`src/dht_pkg.sv`:
```
// Shared types and constants for the double-hashing key table.
// Used by dht_ctrl, dht_datapath and double_hash_table_core; no dependencies.
package dht_pkg;

  localparam int TABLE_ENTRIES = 13;
  localparam int KEY_BYTES     = 8;

  localparam int KEY_W      = 64;
  localparam int STATUS_W   = 3;
  localparam int POS_W      = 4;
  localparam int OUT_DATA_W = 8;
  localparam int OUT_PAD_W  = OUT_DATA_W - STATUS_W - POS_W;

  localparam int SLOT_W = $clog2(TABLE_ENTRIES);
  localparam int SUM_W  = $clog2(KEY_BYTES * 255 + 1);

  // Reciprocals for the two constant moduli: floor(x / d) = (x * ceil(2^S / d)) >> S
  // for every SUM_W-bit x when S = SUM_W + ceil(log2 d); a final compare covers the rest.
  localparam int HASH_SHIFT = SUM_W + SLOT_W;
  localparam int RECIP_H1_I = ((1 << HASH_SHIFT) + TABLE_ENTRIES - 1) / TABLE_ENTRIES;
  localparam int RECIP_H2_I = ((1 << HASH_SHIFT) + TABLE_ENTRIES - 2) / (TABLE_ENTRIES - 1);

  typedef enum logic [STATUS_W-1:0] {
    ST_INSERTED  = 3'd0,
    ST_FOUND     = 3'd1,
    ST_NOT_FOUND = 3'd2,
    ST_DUPLICATE = 3'd3,
    ST_FULL      = 3'd4,
    ST_EMPTY_KEY = 3'd5
  } dht_status_e;

  typedef enum logic [2:0] {
    S_CLEAR,
    S_IDLE,
    S_HASH_Q,
    S_HASH_R,
    S_REJECT,
    S_READ,
    S_CHECK
  } dht_state_e;

  typedef struct packed {
    logic        clear;
    logic        load;
    logic        hash_q;
    logic        hash_r;
    logic        rd;
    logic        advance;
    logic        write_slot;
    logic        emit;
    logic        use_pos;
    dht_status_e status;
  } dht_cmd_t;

  typedef struct packed {
    logic clr_last;
    logic key_empty;
    logic slot_empty;
    logic slot_match;
    logic probe_last;
    logic is_search;
    logic out_free;
  } dht_sts_t;

endpackage

```
`src/dht_ctrl.sv`:
```
// Controller for the double-hashing key table: clear sweep, hash and probe sequencing.
// Depends on dht_pkg; drives dht_datapath through dht_cmd_t and reads dht_sts_t.
module dht_ctrl (
  input  logic              clk_i,
  input  logic              rst_ni,
  input  logic              in_valid_i,
  output logic              in_ready_o,
  input  dht_pkg::dht_sts_t sts_i,
  output dht_pkg::dht_cmd_t cmd_o
);
  import dht_pkg::*;

  dht_state_e state_q, state_d;

  always_ff @(posedge clk_i or negedge rst_ni) begin
    if (!rst_ni) begin
      state_q <= S_CLEAR;
    end else begin
      state_q <= state_d;
    end
  end

  always_comb begin
    state_d    = state_q;
    cmd_o      = '0;
    cmd_o.status = ST_INSERTED;
    in_ready_o = 1'b0;

    unique case (state_q)
      S_CLEAR: begin
        cmd_o.clear = 1'b1;
        if (sts_i.clr_last) state_d = S_IDLE;
      end
      S_IDLE: begin
        in_ready_o = 1'b1;
        if (in_valid_i) begin
          cmd_o.load = 1'b1;
          state_d    = S_HASH_Q;
        end
      end
      S_HASH_Q: begin
        cmd_o.hash_q = 1'b1;
        state_d      = sts_i.key_empty ? S_REJECT : S_HASH_R;
      end
      S_REJECT: begin
        cmd_o.status = ST_EMPTY_KEY;
        if (sts_i.out_free) begin
          cmd_o.emit = 1'b1;
          state_d    = S_IDLE;
        end
      end
      S_HASH_R: begin
        cmd_o.hash_r = 1'b1;
        state_d      = S_READ;
      end
      S_READ: begin
        cmd_o.rd = 1'b1;
        state_d  = S_CHECK;
      end
      S_CHECK: begin
        if (sts_i.slot_empty) begin
          cmd_o.status  = sts_i.is_search ? ST_NOT_FOUND : ST_INSERTED;
          cmd_o.use_pos = !sts_i.is_search;
          if (sts_i.out_free) begin
            cmd_o.emit       = 1'b1;
            cmd_o.write_slot = !sts_i.is_search;
            state_d          = S_IDLE;
          end
        end else if (sts_i.slot_match) begin
          cmd_o.status  = sts_i.is_search ? ST_FOUND : ST_DUPLICATE;
          cmd_o.use_pos = sts_i.is_search;
          if (sts_i.out_free) begin
            cmd_o.emit = 1'b1;
            state_d    = S_IDLE;
          end
        end else if (sts_i.probe_last) begin
          cmd_o.status = sts_i.is_search ? ST_NOT_FOUND : ST_FULL;
          if (sts_i.out_free) begin
            cmd_o.emit = 1'b1;
            state_d    = S_IDLE;
          end
        end else begin
          cmd_o.advance = 1'b1;
          state_d       = S_READ;
        end
      end
      default: begin
        state_d = S_IDLE;
      end
    endcase
  end

endmodule

```
`src/dht_datapath.sv`:
```
// Datapath for the double-hashing key table: key trim and byte sum, hash reduction,
// slot memory, probe stepping and result register. Depends on dht_pkg.
module dht_datapath (
  input  logic                                 clk_i,
  input  logic                                 rst_ni,
  input  dht_pkg::dht_cmd_t                    cmd_i,
  output dht_pkg::dht_sts_t                    sts_o,
  input  logic                                 in_func_i,
  input  logic [dht_pkg::KEY_W-1:0]            in_key_i,
  input  logic                                 out_ready_i,
  output logic                                 out_valid_o,
  output logic [dht_pkg::OUT_DATA_W-1:0]       out_data_o
);
  import dht_pkg::*;

  localparam logic [SLOT_W-1:0]   TE_W       = SLOT_W'(TABLE_ENTRIES);
  localparam logic [SLOT_W-1:0]   STEP_MOD_W = SLOT_W'(TABLE_ENTRIES - 1);
  localparam logic [SLOT_W-1:0]   LAST_IDX   = SLOT_W'(TABLE_ENTRIES - 1);
  localparam logic [HASH_SHIFT:0] RECIP_H1   = (HASH_SHIFT + 1)'(RECIP_H1_I);
  localparam logic [HASH_SHIFT:0] RECIP_H2   = (HASH_SHIFT + 1)'(RECIP_H2_I);

  logic [KEY_W-1:0] mem [TABLE_ENTRIES];

  logic                   func_q;
  logic [KEY_W-1:0]       key_q;
  logic [SUM_W-1:0]       sum_q;
  logic [SUM_W-1:0]       qa_q, qb_q;
  logic [SLOT_W-1:0]      pos_q, step_q, cnt_q, clr_addr_q;
  logic [KEY_W-1:0]       rd_data_q;
  logic                   out_valid_q;
  logic [STATUS_W-1:0]    out_status_q;
  logic [POS_W-1:0]       out_pos_q;

  logic                   alive;
  logic [7:0]             key_byte;
  logic [KEY_W-1:0]       norm_key;
  logic [SUM_W-1:0]       norm_sum;
  logic [SUM_W+HASH_SHIFT:0] prod_a, prod_b;
  logic [SUM_W+SLOT_W-1:0]   mul_a, mul_b;
  logic [SUM_W-1:0]       rem_a, rem_b;
  logic [SLOT_W-1:0]      h1, h2;
  logic [SLOT_W:0]        pos_sum;
  logic [SLOT_W-1:0]      pos_next;
  logic                   wr_en;
  logic [SLOT_W-1:0]      wr_addr;
  logic [KEY_W-1:0]       wr_data;

  // Keep bytes up to the first zero byte and sum them.
  always_comb begin
    alive    = 1'b1;
    norm_key = '0;
    norm_sum = '0;
    key_byte = '0;
    for (int b = 0; b < KEY_BYTES; b++) begin
      key_byte = in_key_i[8*b +: 8];
      if (key_byte == 8'h00) alive = 1'b0;
      if (alive) begin
        norm_key[8*b +: 8] = key_byte;
        norm_sum           = norm_sum + SUM_W'(key_byte);
      end
    end
  end

  // Quotient by reciprocal, then remainder with one corrective subtract.
  assign prod_a = sum_q * RECIP_H1;
  assign prod_b = sum_q * RECIP_H2;
  assign mul_a  = qa_q * TE_W;
  assign mul_b  = qb_q * STEP_MOD_W;

  always_comb begin
    rem_a = sum_q - mul_a[SUM_W-1:0];
    rem_b = sum_q - mul_b[SUM_W-1:0];
    if (rem_a >= SUM_W'(TABLE_ENTRIES))     rem_a = rem_a - SUM_W'(TABLE_ENTRIES);
    if (rem_b >= SUM_W'(TABLE_ENTRIES - 1)) rem_b = rem_b - SUM_W'(TABLE_ENTRIES - 1);
    h1 = rem_a[SLOT_W-1:0];
    h2 = rem_b[SLOT_W-1:0] + SLOT_W'(1);
  end

  always_comb begin
    pos_sum = {1'b0, pos_q} + {1'b0, step_q};
    if (pos_sum >= {1'b0, TE_W}) begin
      pos_next = SLOT_W'(pos_sum - {1'b0, TE_W});
    end else begin
      pos_next = pos_sum[SLOT_W-1:0];
    end
  end

  // One write port shared by the clear sweep and inserts.
  always_comb begin
    wr_en   = cmd_i.clear | cmd_i.write_slot;
    wr_addr = cmd_i.clear ? clr_addr_q : pos_q;
    wr_data = cmd_i.clear ? '0 : key_q;
  end

  always_ff @(posedge clk_i) begin
    if (wr_en) mem[wr_addr] <= wr_data;
    if (cmd_i.rd) rd_data_q <= mem[pos_q];
  end

  always_ff @(posedge clk_i) begin
    if (cmd_i.load) begin
      func_q <= in_func_i;
      key_q  <= norm_key;
      sum_q  <= norm_sum;
    end
    if (cmd_i.hash_q) begin
      qa_q <= prod_a[HASH_SHIFT +: SUM_W];
      qb_q <= prod_b[HASH_SHIFT +: SUM_W];
    end
    if (cmd_i.hash_r) begin
      pos_q  <= h1;
      step_q <= h2;
      cnt_q  <= '0;
    end else if (cmd_i.advance) begin
      pos_q <= pos_next;
      cnt_q <= cnt_q + SLOT_W'(1);
    end
    if (cmd_i.emit) begin
      out_status_q <= cmd_i.status;
      out_pos_q    <= cmd_i.use_pos ? POS_W'(pos_q) : '0;
    end
  end

  always_ff @(posedge clk_i or negedge rst_ni) begin
    if (!rst_ni) begin
      clr_addr_q  <= '0;
      out_valid_q <= 1'b0;
    end else begin
      if (cmd_i.clear) clr_addr_q <= clr_addr_q + SLOT_W'(1);
      if (cmd_i.emit) begin
        out_valid_q <= 1'b1;
      end else if (out_ready_i) begin
        out_valid_q <= 1'b0;
      end
    end
  end

  assign sts_o.clr_last   = (clr_addr_q == LAST_IDX);
  assign sts_o.key_empty  = (key_q == '0);
  assign sts_o.slot_empty = (rd_data_q == '0);
  assign sts_o.slot_match = (rd_data_q == key_q);
  assign sts_o.probe_last = (cnt_q == LAST_IDX);
  assign sts_o.is_search  = func_q;
  assign sts_o.out_free   = !out_valid_q || out_ready_i;

  assign out_valid_o = out_valid_q;
  assign out_data_o  = {{OUT_PAD_W{1'b0}}, out_pos_q, out_status_q};

endmodule

```
`src/double_hash_table_core.sv`:
```
// Top level of the double-hashing key table: stream ports, controller and datapath.
// Depends on dht_pkg, dht_ctrl and dht_datapath.
//
//   channel   dir  tdata                        tuser
//   s_axis    in   key[63:0]                    func (0 insert, 1 search)
//   m_axis    out  status[2:0], position[6:3]   -
//
// An item runs S_HASH_Q and S_HASH_R, then S_READ and S_CHECK per probe, making 1 to
// TABLE_ENTRIES probes; an empty key goes from S_HASH_Q to S_REJECT. The slot memory's read
// port is registered, hence the separate read and check states. After reset the table is
// cleared one slot a cycle with s_axis_tready low. A result waits in the output register;
// the next key is taken meanwhile and its search stalls on its last step until m_axis drains.
module double_hash_table_core (
  input  logic                                 clk_i,
  input  logic                                 rst_ni,
  input  logic                                 s_axis_tvalid,
  output logic                                 s_axis_tready,
  input  logic [dht_pkg::KEY_W-1:0]            s_axis_tdata,  // key
  input  logic                                 s_axis_tuser,  // func
  output logic                                 m_axis_tvalid,
  input  logic                                 m_axis_tready,
  output logic [dht_pkg::OUT_DATA_W-1:0]       m_axis_tdata   // status, position, zero pad
);
  import dht_pkg::*;

  dht_cmd_t cmd;
  dht_sts_t sts;

  dht_ctrl u_ctrl (
    .clk_i      (clk_i),
    .rst_ni     (rst_ni),
    .in_valid_i (s_axis_tvalid),
    .in_ready_o (s_axis_tready),
    .sts_i      (sts),
    .cmd_o      (cmd)
  );

  dht_datapath u_datapath (
    .clk_i       (clk_i),
    .rst_ni      (rst_ni),
    .cmd_i       (cmd),
    .sts_o       (sts),
    .in_func_i   (s_axis_tuser),
    .in_key_i    (s_axis_tdata),
    .out_ready_i (m_axis_tready),
    .out_valid_o (m_axis_tvalid),
    .out_data_o  (m_axis_tdata)
  );

endmodule

```
`config.mk`:
```
export PLATFORM = sky130hd
export DESIGN_NAME = double_hash_table_core
export DESIGN_NICKNAME = d
export VERILOG_FILES = /design/src/dht_pkg.sv /design/src/dht_ctrl.sv /design/src/dht_datapath.sv /design/src/double_hash_table_core.sv
export SDC_FILE = /design/constraint.sdc
export NUM_CORES = 1
export LEC_CHECK = 0
export BUFFER_PORTS_ARGS = -buffer_cell sky130_fd_sc_hd__clkbuf_2
export CORE_UTILIZATION = 57
export DETAILED_ROUTE_END_ITERATION = 16
export PLACE_DENSITY = 0.76
export SLEW_MARGIN = 0
export SYNTH_ARGS = -nofsm -noshare
export SYNTH_HDL_FRONTEND = slang
export SYNTH_HIERARCHICAL = 1
export SYNTH_SLANG_ARGS = --single-unit
```
`constraint.sdc`:
```
create_clock -name clk_i -period 5.25 [get_ports clk_i]
set_input_delay 0.525 -clock clk_i [delete_from_list [all_inputs] [get_ports clk_i]]
set_output_delay 0.525 -clock clk_i [all_outputs]
set_load 0.05 [all_outputs]
```
Yosys cells after proc, flatten, opt, wreduce, memory -nomap -nowiden:

Memory sizes are Yosys's and may differ from the RTL's. A register that Yosys moved wholly into a read port is not among the register bits.
Cells that the tools add are included.

* bits in registers: 119
* latch bits: 0
* memory bits (writable): 832
* bits in read-only memories: 0
* output and inout port bits: 10
* word-level logic and storage cells: 134
* memories: 1

* add/subtract/negate cells: 16
* $mul: 4
* div/mod/pow operators: 0
* order comparisons: 3
* equality and inequality tests: 11
* shift-type cells: 0
* muxes and demuxes: 61
* bitwise logic cells: 1
* reduce and logical (&&, ||, !) cells: 17

Memories
* u_datapath.mem: words 13, bits a word 64, read ports 1, clocked after memory_dff 1, wr ports 1, RTL line dht_datapath.sv:22 `logic [KEY_W-1:0] mem [TABLE_ENTRIES];`

Operator list (number)
* $logic_not 64->1: 2
* $mux 11: 7
* $add 11x8->11: 6
* $eq 64x64->1: 1
* $logic_not 8->1: 8
* $mux 64: 1
* $mul 11x12->23 const B: 2
* $mux 3: 10
* $mux 1: 28
* $mux 4: 6
* $ge 11x4->1 const B: 2
* $sub 11x11->11: 2
* $pmux 3 s7: 1
* $add 4x1->4 const B: 3
* $sub 4x4->4 const B: 3
* $mul 8x4->11 const B: 1
* $add 8x8->9: 1
* $eq 3x3->1 const B: 3
* $mul 8x2->9 const B: 1
* $eq 4x4->1 const B: 2
* $mux 2: 4
* $mux 8: 1
* $eq 3x2->1 const B: 2
* $pmux 3 s2: 1
* other kinds (12): 15

Depth between registers and ports, before layout:

* word-level depth: 16
* gate-level depth with buffers: 42
* gate-level depth less buffers: 41

Hierarchy:

Netlist, hierarchy kept.

Modules (own cells, without submodules)
* dht_datapath: instances 1, cells an instance 2840, area each 47921.0 sq um
* dht_ctrl: instances 1, cells an instance 47, area each 367.9 sq um

Worst setup path before layout:

OpenSTA, ideal clock, no wires.

* path type: input-to-reg
* from: input port s_axis_tdata[13] (netlist name)
* to: register u_datapath.sum_q[9], data pin
* data arrival time: 6961 ps
* setup slack: -1975 ps
* stages on the path: 34
* path through: nor4_2 > and2_4 > a21oi_4 > a22o_2 > ha_1 > fa_1 > o21a_1 > inv_1 > fa_1 > nand2_1 > o21ai_0 > a21boi_1 > inv_1 > fa_1 > nor2b_1 > o21ai_0 > nor2b_1 > xnor2_1 > mux2_2 > ha_1 > a21boi_0 > o21ai_0 > and2b_2 > xnor2_1 > mux2_4 > ha_1 > xor2_1 > mux2_4 > ha_1 > a21oi_1 > inv_1 > a21oi_1 > nor3_1 > xnor2_1

* longest elaborated chain between the ends: 15
* elaborated cells on any way between the ends: 22
* those cells by class: 7 x add/sub; 14 x mux; 1 x reduce/logical

RTL lines
* start: declaration: RTL line double_hash_table_core.sv:18 `input logic [dht_pkg::KEY_W-1:0] s_axis_tdata,`
* parallel branches: the longest is 14 deep, another holds $add 11x8->11
* $mux 11 *: RTL line dht_datapath.sv:57 `if (alive) begin`
* net u_datapath.norm_sum[9]: RTL line dht_datapath.sv:37 `logic [SUM_W-1:0] norm_sum;`
* end signal: assignment: RTL line dht_datapath.sv:104 `sum_q <= norm_sum;`
* end: declaration: RTL line dht_datapath.sv:26 `logic [SUM_W-1:0] sum_q;`

Mark *: on every way through the listed nets, which the timed path passes.
A chain may end at the register's enable or synchronous reset.

Worst setup path in the final report:

* from: input port s_axis_tdata[9] (netlist name)
* to: register u_datapath.sum_q[10], data pin

Same word-level chain as after synthesis.

==> metrics.md <==
| Metric | Value |
|---|---|
| Multiplexer area fraction after synthesis | `0.120` |
| Initial antenna violation count | `2` |
| # DRC | `0` |
| WL/cell | `26.8 um` |
| DR vias | `27600` |
| Crit. End Element | `flop` |
| Worst-case clock skew | `0.0639 ns` |
| Chip Height | `293 um` |
| Fin crit share | `1.29` |
| Area fraction in compound gates after synthesis | `0.0448` |
| Number of placed I/O pins | `79` |
| Xor/xnor share of the synthesized area | `0.0279` |
| Clk sink count | `1015` |
| Most frequent cells in the layout | `edfxtp_1, buf_4, mux4_2` |
| Final WL | `120000 um` |
| DR pass1 iterations | `6` |
| Most common cell after layout, fill and taps aside | `edfxtp_1` |
| Layout cells sized above 1 | `0.289` |
| Post-Synth Simple-Gate Area | `0.0567` |
| Worst skew pair latency | `0.70 ns` |
| Slowest cell on the critical path | `fa_2` |
| Post-Syn Instances | `2887` |
| Most area-hungry cell type in the Yosys netlist | `edfxtp_1` |
| Largest family of logic cells by synthesized area | `multiplexers` |
| Max incr delay on CP | `0.53 ns` |
| Slew at the pin with the worst max-slew slack | `1.12 ns` |
| Synth unique cells | `87` |
| CP Max Fanout | `4` |
| Post-layout util | `0.678` |
| Mapped Nets | `3279` |
| Worst EP arrival | `7.20 ns` |
| Failing checks | `setup timing` |
| Antenna-violating nets left | `0` |
| Hold WC Path Type | `in -> reg` |
| Die span in x | `293 um` |
| Final Hold Vio Count | `0` |
| Grt total ovfl | `0` |
| Most used cell, CP | `ha_4` |
| Clock buffer depth | `3` |
| CTS Buf Count | `100` |
| Post-synthesis register bit count | `1015` |
| Clock transition at path regs | `0.06 ns` |
| # Max-Cap Violations | `0` |
| Max Clk Rate | `0.147 GHz` |
| Core Box Area | `83700 um2` |
| GRT Util Overall | `0.282` |
| Slew margin rel. | `0.251` |
| Worst setup margin | `-1.54 ns` |
| Vias/cell | `6.19` |
| Reg area | `30400 um2` |
| Port buffer count | `77` |
| Multi-input logic area | `17800 um2` |
| Status | `finished with violations` |
| Post-synth EDFFs | `1003` |
| CP required | `5.66 ns` |
| Area of the die | `85900 um2` |
| Sequential element share of the synthesized area | `0.630` |
| Fin nets | `3637` |
| H-tree depth | `3` |
| Final RePlAce weighted congestion | `0.896` |
| Asr flop ratio synth | `0.00788` |
| Initial DRC Count | `2683` |
| Setup CP Type | `in -> reg` |
| Critical Path Source Type | `input pin` |
| Netlist Area Pre-Place | `48300 um2` |
| Final Max Tran Viols | `0` |
| TNS Setup | `-11.74 ns` |
| Number of global-route vias before repair | `28600` |
| Synth Area in Adders | `0.0978` |
| Hpwl dp | `73700 um` |
| FILL cells | `5387` |
| Yosys warning count | `6` |
| Syn_area_per_cell | `16.7 um2` |
| # setup viols final | `12` |
| Largest net degree at the start of global routing | `156` |
| Global-route wire length before repair | `178000 um` |
| Layout area overhead | `17.4%` |
| Commonest register cell after synthesis | `edfxtp_1` |
| Fin crit period | `6.79 ns` |
| Initial core utilization | `0.577` |
| Unrepaired setup endpoints after global routing | `yes` |
| Main area contributors after synthesis | `edfxtp_1, mux4_2, ha_1` |
| Clock root buffer | `clkbuf_16` |
| Synth top area share | `0.624` |
| CTS tree | `done` |
| Num rows | `106` |
-- stage by stage --
step           area, um2  cells  hold slack, ns  setup slack [ns]
2_1_floorplan      48700   2887           0.229             -1.63
5_1_grt            56700   4464          0.0251             -1.86
6_report           56700   4465          0.0408             -1.54
3_3_place_gp       52400   4248           0.400             -2.07
4_1_cts            56300   4459          0.0203             -1.37
3_5_place_dp       52400   4248           0.409             -2.37
-- routing by layer --
metal	global-route usage	vias up	wire length (um)
li1	-	11900	-
met1	0.370	14100	45000
met5	0.00284	-	13
met4	0.127	2	5920
met2	0.472	1306	59600
met3	0.0377	274	9010
-- cells in the mapped netlist, types with 5 or more instances --
cell / count
nor3_1: 15
dfrtp_1: 8
nor2_1: 105
and3_1: 38
a21o_1: 26
buf_4: 7
a21oi_1: 109
o21a_1: 16
xor2_1: 93
nand2_1: 36
mux2_2: 17
inv_1: 174
o21ai_1: 7
o21bai_1: 12
a211oi_1: 42
mux4_2: 222
o21ai_0: 41
nor4_1: 67
nor2b_1: 115
mux2_4: 7
o31ai_1: 5
ha_1: 232
fa_1: 91
edfxtp_1: 1003
o211ai_1: 5
nand3_1: 11
nand4_1: 16
and2_1: 31
a31oi_1: 9
mux2i_1: 49
or3_1: 7
nor3b_1: 5
nand2b_1: 18
xnor2_1: 61
a21boi_0: 5
clkbuf_1: 66
buf_1: 33
-- critical path: cells and delay by family --
kind / cells / cell delay (ns)
XOR/XNOR: 4 / 0.53
AO/OA/AOI/OAI: 10 / 1.30
buffers and inverters: 4 / 0.32
multiplexers: 3 / 0.85
adder cells (fa/ha/maj): 7 / 2.33
AND/OR/NAND/NOR: 7 / 1.32
-- path summary, 6_finish.rpt --
check / end / slack [ns] / cells after the start / from
min in group asynchronous: u_ctrl/state_q[1] / 0.26 / 2 / rst_ni
setup / recovery: u_datapath/sum_q[10] / -1.54 / 35 / s_axis_tdata[9]
setup reg to reg: u_datapath/qa_q[6] / -0.09 / 14 / u_datapath/sum_q[5]
hold reg to reg: u_datapath/cnt_q[3] / 0.54 / 2 / u_datapath/cnt_q[3]
max in group asynchronous: u_datapath/clr_addr_q[2] / 4.77 / 2 / rst_ni
hold / removal: u_datapath/func_q / 0.04 / 1 / s_axis_tuser
-- cells by family (layout without fill, tap and decap cells) --
kind of cell               Yosys count  after routing
other                                1              2
DFF                               1015           1015
adders and majority gates          323            323
AOI/OAI and AO/OA                  327            327
buffers and inverters              287            730
muxes                              295            295
xor gates and xnor gates           154            154
and+or+nand+nor                    485            485
-- area by class of cell --
class	count	area share
multi-input combinational	1585	0.314
inverter	175	0.0116
sequential	1015	0.536
timing repair buffer	368	0.0524
clock buffer	105	0.0445
clock inverter	82	0.0160
tap	1134	0.0250
antenna	1	0.0000441
-- timing repair --
action	4_1_cts	5_1_grt
hold buffers	1	0
hold endpoints to repair	8	0
buffers inserted	24	6
cloned	0	0
pin swaps	65	64
resized for setup	66	75
endpoints found under the setup margin	15	19
-- state kept, by name, summed over array words and instances (netlist names), 8 cells and up --
register	count
u_datapath/qa_q	8
u_datapath/qb_q	8
u_datapath/sum_q	11
u_datapath/rd_data_q	64
u_datapath/key_q	64
u_datapath/mem	832
Power is left out: the tool's default activity adds up to more than one toggle a clock period on the data nets, which glitch-free logic cannot reach.
